**config.mk**
```make
export PLATFORM = sky130hd
export DESIGN_NAME = biquad_iir_filter_unit
export DESIGN_NICKNAME = d
export VERILOG_FILES = /design/src/rtl/biq_pkg.sv /design/src/rtl/biquad_iir_filter_unit.sv
export SDC_FILE = /design/constraint.sdc
export NUM_CORES = 2
export LEC_CHECK = 0
export BUFFER_PORTS_ARGS = -buffer_cell sky130_fd_sc_hd__buf_2
export CELL_PAD_IN_SITES_DETAIL_PLACEMENT = 1
export CELL_PAD_IN_SITES_GLOBAL_PLACEMENT = 1
export CORE_ASPECT_RATIO = 0.75
export CORE_MARGIN = 2
export CORE_UTILIZATION = 54
export CTS_BUF_LIST = sky130_fd_sc_hd__clkbuf_4 sky130_fd_sc_hd__clkbuf_8 sky130_fd_sc_hd__clkbuf_16
export DETAILED_ROUTE_END_ITERATION = 7
export GPL_ROUTABILITY_DRIVEN = 1
export PLACE_DENSITY = 0.87
export SLEW_MARGIN = 20
export SYNTH_ARGS = -nofsm -noshare
export SYNTH_HDL_FRONTEND = slang
export SYNTH_SLANG_ARGS = --single-unit
```
**constraint.sdc**
```tcl
create_clock -name i_clk -period 21.3 [get_ports i_clk]
set_input_delay 4.26 -clock i_clk [delete_from_list [all_inputs] [get_ports i_clk]]
set_output_delay 4.26 -clock i_clk [all_outputs]
set_load 0.005 [all_outputs]
```
**src/rtl/biq_pkg.sv**
```systemverilog
// Shared constants for the biquad filter unit: widths, register map, reset values.
`timescale 1ns / 1ps

package biq_pkg;

    localparam int COEF_W    = 24;
    localparam int DELAY_W   = 32;
    localparam int CFG_DATA_W = 32;
    localparam int CFG_ADDR_W = 5;
    localparam int REG_IDX_W = 3;

    localparam logic [REG_IDX_W-1:0] REG_COEF_A0 = 3'd0;
    localparam logic [REG_IDX_W-1:0] REG_COEF_A1 = 3'd1;
    localparam logic [REG_IDX_W-1:0] REG_COEF_A2 = 3'd2;
    localparam logic [REG_IDX_W-1:0] REG_COEF_B1 = 3'd3;
    localparam logic [REG_IDX_W-1:0] REG_COEF_B2 = 3'd4;

    // Unity gain in Q2.22.
    localparam logic signed [COEF_W-1:0] COEF_A0_RESET = 24'sd4194304;

endpackage

```
**src/rtl/biquad_iir_filter_unit.sv**
```systemverilog
// Top level of the biquad IIR filter: transposed direct form II with one shared multiplier.
//
// Usage:
//   Input channel (s_axis_*): one signed sample per item in tdata[SAMPLE_WIDTH-1:0].
//   Output channel (m_axis_*): one filtered, saturated sample per item in tdata, and the
//   clipped flag in tuser (set when the output or a delay register saturated).
//   Config port (APB): five 24-bit coefficients a0, a1, a2, b1, b2 at byte addresses
//   0, 4, 8, 12, 16. Write them only while no item is in flight.
// Timing:
//   One 24 x SAMPLE_WIDTH multiplier and one adder/saturator are shared over five
//   products under a seven-state sequencer. An accepted item runs through the accept
//   step, five multiplier passes and the final delay update step; as that step ends, the
//   result shows on m_axis_tvalid and s_axis_tready is high again, so the block takes no
//   new item until the sequencer is through with the last one.
// Reset:
//   Clears both delay registers, loads a0 = 1.0 and the other coefficients with zero
//   (a pass-through), and empties the output register. s_axis_tready stays low in reset.
// Stall:
//   A result waits in the output register; the next item is accepted meanwhile. If the
//   following result finishes while the old one is still not taken, the sequencer holds
//   in its last step and the delay update waits with it.
`timescale 1ns / 1ps

module biquad_iir_filter_unit #(
    parameter int SAMPLE_WIDTH   = 24,
    parameter int COEF_FRAC_BITS = 22,
    localparam int TDATA_W = ((SAMPLE_WIDTH + 7) / 8) * 8
) (
    input  logic                              i_clk,
    input  logic                              i_rst_n,
    input  logic                              s_axis_tvalid,
    output logic                              s_axis_tready,
    input  logic [TDATA_W-1:0]                s_axis_tdata,   // [SW-1:0] sample_in
    output logic                              m_axis_tvalid,
    input  logic                              m_axis_tready,
    output logic [TDATA_W-1:0]                m_axis_tdata,   // [SW-1:0] sample_out
    output logic                              m_axis_tuser,   // [0] clipped
    input  logic                              psel,
    input  logic                              penable,
    input  logic                              pwrite,
    input  logic [biq_pkg::CFG_ADDR_W-1:0]    paddr,
    input  logic [biq_pkg::CFG_DATA_W-1:0]    pwdata,
    output logic [biq_pkg::CFG_DATA_W-1:0]    prdata,
    output logic                              pready
);

    localparam int COEF_W  = biq_pkg::COEF_W;
    localparam int DELAY_W = biq_pkg::DELAY_W;
    localparam int PROD_W  = COEF_W + SAMPLE_WIDTH;
    localparam int RND_W   = PROD_W + 1 - COEF_FRAC_BITS;
    localparam int ACC_W   = ((RND_W > DELAY_W) ? RND_W : DELAY_W) + 2;

    localparam logic signed [PROD_W:0] RND_HALF =
        {{(PROD_W + 1 - COEF_FRAC_BITS){1'b0}}, 1'b1, {(COEF_FRAC_BITS - 1){1'b0}}};
    localparam logic signed [ACC_W-1:0] S_MAX =
        ACC_W'((64'sd1 <<< (SAMPLE_WIDTH - 1)) - 64'sd1);
    localparam logic signed [ACC_W-1:0] S_MIN = ACC_W'(-(64'sd1 <<< (SAMPLE_WIDTH - 1)));
    localparam logic signed [ACC_W-1:0] D_MAX = ACC_W'((64'sd1 <<< (DELAY_W - 1)) - 64'sd1);
    localparam logic signed [ACC_W-1:0] D_MIN = ACC_W'(-(64'sd1 <<< (DELAY_W - 1)));

    typedef enum logic [6:0] {
        ST_IDLE   = 7'b0000001,
        ST_MUL_A0 = 7'b0000010,
        ST_CALC_Y = 7'b0000100,
        ST_MUL_B1 = 7'b0001000,
        ST_MUL_A2 = 7'b0010000,
        ST_MUL_B2 = 7'b0100000,
        ST_FIN    = 7'b1000000
    } t_state;

    t_state r_state, n_state;

    logic signed [COEF_W-1:0]       r_coef_a0, r_coef_a1, r_coef_a2, r_coef_b1, r_coef_b2;
    logic signed [SAMPLE_WIDTH-1:0] r_x, r_y;
    logic signed [PROD_W-1:0]       r_prod;
    logic signed [ACC_W-1:0]        r_acc;
    logic signed [DELAY_W-1:0]      r_d1, r_d2;
    logic                           r_hit;
    logic                           r_out_valid;
    logic [SAMPLE_WIDTH-1:0]        r_out_sample;
    logic                           r_out_clip;

    logic signed [COEF_W-1:0]       w_mul_coef;
    logic signed [SAMPLE_WIDTH-1:0] w_mul_opnd;
    logic signed [PROD_W-1:0]       w_prod;
    logic signed [PROD_W:0]         w_rnd_sum;
    logic signed [RND_W-1:0]        w_rnd;
    logic signed [ACC_W-1:0]        w_rnd_ext;
    logic signed [ACC_W-1:0]        w_add_a;
    logic                           w_add_sub;
    logic signed [ACC_W-1:0]        w_sum;
    logic signed [SAMPLE_WIDTH-1:0] w_sat_s;
    logic                           w_clip_s;
    logic signed [DELAY_W-1:0]      w_sat_d;
    logic                           w_clip_d;
    logic                           w_in_acc;
    logic                           w_out_free;
    logic                           w_finish;
    logic                           w_cfg_wr;
    logic [biq_pkg::REG_IDX_W-1:0]  w_reg_idx;

    assign w_in_acc   = s_axis_tvalid && s_axis_tready;
    assign w_out_free = !r_out_valid || m_axis_tready;
    assign w_finish   = (r_state == ST_FIN) && w_out_free;

    // ---------------- config port ----------------
    assign pready    = 1'b1;
    assign w_cfg_wr  = psel && penable && pwrite && pready;
    assign w_reg_idx = paddr[biq_pkg::CFG_ADDR_W-1:2];

    always_ff @(posedge i_clk) begin
        if (!i_rst_n) begin
            r_coef_a0 <= biq_pkg::COEF_A0_RESET;
            r_coef_a1 <= '0;
            r_coef_a2 <= '0;
            r_coef_b1 <= '0;
            r_coef_b2 <= '0;
        end else if (w_cfg_wr) begin
            unique case (w_reg_idx)
                biq_pkg::REG_COEF_A0: r_coef_a0 <= pwdata[COEF_W-1:0];
                biq_pkg::REG_COEF_A1: r_coef_a1 <= pwdata[COEF_W-1:0];
                biq_pkg::REG_COEF_A2: r_coef_a2 <= pwdata[COEF_W-1:0];
                biq_pkg::REG_COEF_B1: r_coef_b1 <= pwdata[COEF_W-1:0];
                biq_pkg::REG_COEF_B2: r_coef_b2 <= pwdata[COEF_W-1:0];
                default: ;
            endcase
        end
    end

    always_comb begin
        unique case (w_reg_idx)
            biq_pkg::REG_COEF_A0: prdata = {{(biq_pkg::CFG_DATA_W-COEF_W){1'b0}}, r_coef_a0};
            biq_pkg::REG_COEF_A1: prdata = {{(biq_pkg::CFG_DATA_W-COEF_W){1'b0}}, r_coef_a1};
            biq_pkg::REG_COEF_A2: prdata = {{(biq_pkg::CFG_DATA_W-COEF_W){1'b0}}, r_coef_a2};
            biq_pkg::REG_COEF_B1: prdata = {{(biq_pkg::CFG_DATA_W-COEF_W){1'b0}}, r_coef_b1};
            biq_pkg::REG_COEF_B2: prdata = {{(biq_pkg::CFG_DATA_W-COEF_W){1'b0}}, r_coef_b2};
            default:              prdata = '0;
        endcase
    end

    // ---------------- shared multiplier ----------------
    always_comb begin
        unique case (r_state)
            ST_CALC_Y: begin
                w_mul_coef = r_coef_a1;
                w_mul_opnd = r_x;
            end
            ST_MUL_B1: begin
                w_mul_coef = r_coef_b1;
                w_mul_opnd = r_y;
            end
            ST_MUL_A2: begin
                w_mul_coef = r_coef_a2;
                w_mul_opnd = r_x;
            end
            ST_MUL_B2: begin
                w_mul_coef = r_coef_b2;
                w_mul_opnd = r_y;
            end
            default: begin
                w_mul_coef = r_coef_a0;
                w_mul_opnd = r_x;
            end
        endcase
    end

    assign w_prod = PROD_W'(w_mul_coef) * PROD_W'(w_mul_opnd);

    // Round to nearest, ties toward plus infinity, then drop the fraction bits.
    assign w_rnd_sum = (PROD_W + 1)'(r_prod) + RND_HALF;
    assign w_rnd     = w_rnd_sum[PROD_W:COEF_FRAC_BITS];
    assign w_rnd_ext = ACC_W'(w_rnd);

    // ---------------- shared adder and saturation ----------------
    always_comb begin
        unique case (r_state)
            ST_CALC_Y: begin
                w_add_a   = ACC_W'(r_d1);
                w_add_sub = 1'b0;
            end
            ST_MUL_B1: begin
                w_add_a   = ACC_W'(r_d2);
                w_add_sub = 1'b0;
            end
            ST_MUL_A2, ST_FIN: begin
                w_add_a   = r_acc;
                w_add_sub = 1'b1;
            end
            default: begin
                w_add_a   = '0;
                w_add_sub = 1'b0;
            end
        endcase
    end

    assign w_sum = w_add_sub ? (w_add_a - w_rnd_ext) : (w_add_a + w_rnd_ext);

    always_comb begin
        w_clip_s = 1'b1;
        if (w_sum > S_MAX) begin
            w_sat_s = S_MAX[SAMPLE_WIDTH-1:0];
        end else if (w_sum < S_MIN) begin
            w_sat_s = S_MIN[SAMPLE_WIDTH-1:0];
        end else begin
            w_sat_s  = w_sum[SAMPLE_WIDTH-1:0];
            w_clip_s = 1'b0;
        end
    end

    always_comb begin
        w_clip_d = 1'b1;
        if (w_sum > D_MAX) begin
            w_sat_d = D_MAX[DELAY_W-1:0];
        end else if (w_sum < D_MIN) begin
            w_sat_d = D_MIN[DELAY_W-1:0];
        end else begin
            w_sat_d  = w_sum[DELAY_W-1:0];
            w_clip_d = 1'b0;
        end
    end

    // ---------------- sequencer ----------------
    always_comb begin
        n_state = r_state;
        unique case (r_state)
            ST_IDLE:   if (s_axis_tvalid) n_state = ST_MUL_A0;
            ST_MUL_A0: n_state = ST_CALC_Y;
            ST_CALC_Y: n_state = ST_MUL_B1;
            ST_MUL_B1: n_state = ST_MUL_A2;
            ST_MUL_A2: n_state = ST_MUL_B2;
            ST_MUL_B2: n_state = ST_FIN;
            ST_FIN:    if (w_out_free) n_state = ST_IDLE;
            default:   n_state = ST_IDLE;
        endcase
    end

    assign s_axis_tready = (r_state == ST_IDLE) && i_rst_n;

    always_ff @(posedge i_clk) begin
        if (!i_rst_n) begin
            r_state     <= ST_IDLE;
            r_d1        <= '0;
            r_d2        <= '0;
            r_hit       <= 1'b0;
            r_out_valid <= 1'b0;
        end else begin
            r_state <= n_state;
            if (w_in_acc) begin
                r_hit <= 1'b0;
            end else if (r_state == ST_CALC_Y) begin
                r_hit <= w_clip_s;
            end else if (r_state == ST_MUL_A2) begin
                r_hit <= r_hit | w_clip_d;
            end
            if (r_state == ST_MUL_A2) begin
                r_d1 <= w_sat_d;
            end
            if (w_finish) begin
                r_d2        <= w_sat_d;
                r_out_valid <= 1'b1;
            end else if (m_axis_tready) begin
                r_out_valid <= 1'b0;
            end
        end
    end

    // Datapath registers; hold the last product while the finish step waits.
    always_ff @(posedge i_clk) begin
        if (w_in_acc) begin
            r_x <= s_axis_tdata[SAMPLE_WIDTH-1:0];
        end
        if (r_state != ST_FIN) begin
            r_prod <= w_prod;
        end
        if (r_state == ST_CALC_Y) begin
            r_y <= w_sat_s;
        end
        if (r_state == ST_MUL_B1 || r_state == ST_MUL_B2) begin
            r_acc <= w_sum;
        end
        if (w_finish) begin
            r_out_sample <= r_y;
            r_out_clip   <= r_hit | w_clip_d;
        end
    end

    assign m_axis_tvalid = r_out_valid;
    assign m_axis_tdata  = TDATA_W'(r_out_sample);
    assign m_axis_tuser  = r_out_clip;

endmodule

```
==> impl_metrics.py <==
metrics = {
    "final_layout": {
        "drive_above_1_share_pct": 8.78,
        "instances_no_fill": 5041,
        "area_delta_synth_final_pct": 7.42,
        "design_area_um2": 39700,
        "utilization_pct": 58.3,
        "nets": 4955,
    },
    "sta": {
        "fin_crit_sh_pct": 55.4,
        "layout_min_cycle_time_ps": 11800,
        "holdWs_ps": 471,
        "layout_setup_ws_ps": 9500,
        "finalSetupViolations": 0,
        "worst_slew_pin_slew_ps": 1220,
        "tns_ps": 0,
        "max_freq_mhz": 84.7,
        "hold_viol": 0,
        "fin_worst_skew_ps": 37.1,
        "finalMaxSlewViolations": 0,
        "slew_headroom_pct": 17.4,
        "rsz0062_at_grt": "false",
    },
    "route": {
        "drc_errors": 0,
        "ant_nets": 0,
        "viasPerCell": 6.39,
        "routedWlPerCell_um": 28.0,
        "drt_iter0_drc": 3612,
        "finalWirelength_um": 141000,
        "drtPass1Iterations": 6,
        "vias": 32200,
    },
    "clocking": {
        "cts_resized": 0,
        "cts_tree": "yes",
        "cts_setup_buffers": 0,
        "clock_sinks": 327,
        "htreeDepth": 2,
        "worstSkewPairLatency_ps": 610,
        "cts_root_buffer": "clkbuf_16",
        "clockBufferDepth": 3,
        "hold_buffers": 0,
        "clk_pin_slew_ps": 80,
        "cts_inserted_buffers": 38,
    },
    "synth": {
        "syn_avg_cell_area_um2": 9.00,
        "synth-async-reset-ratio_pct": 0,
        "synth.largest_area_cell": "fa_1",
        "synth_area_leaders": "fa_1, edfxtp_1, dfxtp_1, nand2_1, inv_1",
        "synth_cells": 4105,
        "yosysMostFrequentCell": "nand2_1",
        "synth_top_area_share_pct": 32.9,
        "synthFlopType": "dfxtp_1",
        "syn-cell-area_um2": 36900,
        "netlist_top_cells_count": "nand2_1, inv_1, fa_1, nor2_1, a21oi_1",
        "synth_edf_count": 134,
        "yosys_warnings": 0,
        "ys_seq_area_share_pct": 21.4,
        "ys_ff_latch": 327,
        "yosysUniqueCellTypes": 86,
    },
    "power": {
        "power.density_nw_per_um2": 58.2,
        "leakage_nw": 18.5,
        "total_power_mw": 2.31,
        "peakVddDrop_v": 0.0000529,
    },
    "floorplanning": {
        "core_um2": 68000,
        "start_util_pct": 54.3,
        "ios": 128,
        "die_h_um": 231,
        "rows": 83,
        "die_x_um": 306,
        "dieArea_um2": 70500,
    },
    "placed_design": {
        "dp_cells": 4966,
        "io_buffers": 108,
        "place_area_um2": 38400,
        "dp_hpwl_um": 103000,
        "gp_congestion": 0.962,
        "pre_cts_slack_ps": 9920,
    },
    "worst_setup_path": {
        "cp_data_required_time_ps": 21610,
        "cp_slowest_stage_delay_ps": 1030,
        "cp-end-kind": "flop",
        "worst-path-max-fanout": 37,
        "worstSetupStartpointType": "flop",
        "reg2reg_from": "r_state[0]$_SDFFE_PN1P_",
        "r2r_setup_slack_ps": 9500,
        "cp.arrival_ps": 12120,
        "worst-r2r-cell-count": 30,
        "worstReg2RegEnd": "r_prod[41]$_DFFE_PN_",
        "cp_common_cell": "fa_1",
        "criticalPathCategory": "reg2reg",
        "cp_slowest_cell": "clkinv_1",
    },
    "grt": {
        "grt_pass1_vias": 35600,
        "grt_pass1_wl_um": 213000,
        "antenna_found_initial": 3,
        "grt_max_degree": 103,
        "grt_use_total_pct": 40.2,
        "grt_overflow": 0,
    },
    "worst_hold_path": {
        "min_path_cells": 2,
        "min_from": "r_coef_a2[3]$_SDFFE_PN0P_",
        "hold_class": "reg2reg",
        "min_to": "r_coef_a2[3]$_SDFFE_PN0P_",
    },
    "flow_run": {
        "drv_cap": 0,
    },
    "outcome": {
        "status": "completed",
    },
}
==> routing by layer <==
layer | track usage [%] | part of all wire [%]
met1 | 50.5 | 37
met2 | 63.4 | 45
met3 | 11.0 | 11
met4 | 21.8 | 6.1
met5 | 0.137 | 0.031
==> cells by family (layout without fill, tap and decap cells) <==
family                     count (synthesis)  count (layout)  synth area share (%)
AOI/OAI and AO/OA                        741             741                  12.8
xor gates and xnor gates                 120             120                  2.90
adders and majority gates                772             772                  38.5
buffers and inverters                    867             899                  9.09
DFF                                      327             327                  21.4
muxes                                     47              47                  1.38
other                                      2              14                0.0203
and+or+nand+nor                         1229            1229                  14.0
==> placed cells by master, fill, tap and decap left out, types with 98 or more instances in the layout <==
master / count
nand2_1: 661
inv_1: 640
fa_1: 607
nor2_1: 354
a21oi_1: 260
dfxtp_1: 193
ha_1: 165
edfxtp_1: 134
o21ai_0: 127
buf_2: 108
a22oi_1: 98
==> critical path: cells and delay by family (launching register included) <==
family / cells / cell delay, ps
flip-flops: 1 / 350
XOR/XNOR: 1 / 140
adder cells (fa/ha/maj): 8 / 3810
AO/OA/AOI/OAI: 6 / 1740
AND/OR/NAND/NOR: 10 / 3370
buffers and inverters: 5 / 2020
==> sequential cells by signal (all words and copies together), names as in the netlist <==
| signal | count |
|---|---|
| r_coef_a2 | 24 |
| m_axis_tvalid | 1 |
| r_prod | 27 |
| m_axis_tdata | 24 |
| m_axis_tuser | 1 |
| r_y | 24 |
| r_coef_b1 | 24 |
| r_coef_a1 | 24 |
| r_coef_a0 | 24 |
| r_acc | 34 |
| r_d2 | 32 |
| r_d1 | 32 |
| r_x | 24 |
| r_hit | 1 |
| r_state | 7 |
| r_coef_b2 | 24 |
==> power breakdown <==
group	internal, mW	total, mW	switching [mW]
clock	0.396	0.702	0.306
combinational	0.282	0.843	0.561
sequential	0.711	0.766	0.0547
total	1.39	2.31	0.921
==> worst max path at each step <==
stage                                  startpoint  depth (start not counted)                    to  slack [ps]
after global placement    r_state[0]$_SDFFE_PN1P_                         31  r_prod[41]$_DFFE_PN_       10340
final                     r_state[0]$_SDFFE_PN1P_                         30  r_prod[41]$_DFFE_PN_        9500
after global routing      r_state[0]$_SDFFE_PN1P_                         30  r_prod[41]$_DFFE_PN_        9230
after CTS                 r_state[0]$_SDFFE_PN1P_                         31  r_prod[41]$_DFFE_PN_        9730
after floorplan           r_state[0]$_SDFFE_PN1P_                         32  r_prod[41]$_DFFE_PN_       11490
after detailed placement  r_state[0]$_SDFFE_PN1P_                         31  r_prod[41]$_DFFE_PN_        9920
==> cell type report <==
class,instances,area [um2]
Fill cell,7839,28300
Multi-Input combinational cell,2918,25800
Sequential cell,327,7890
Inverter,646,2430
Timing Repair Buffer,184,1130
Clock buffer,52,1120
Tap cell,892,1120
Clock inverter,17,166
Antenna cell,5,12.5
(Power assumes the default switching activity.)
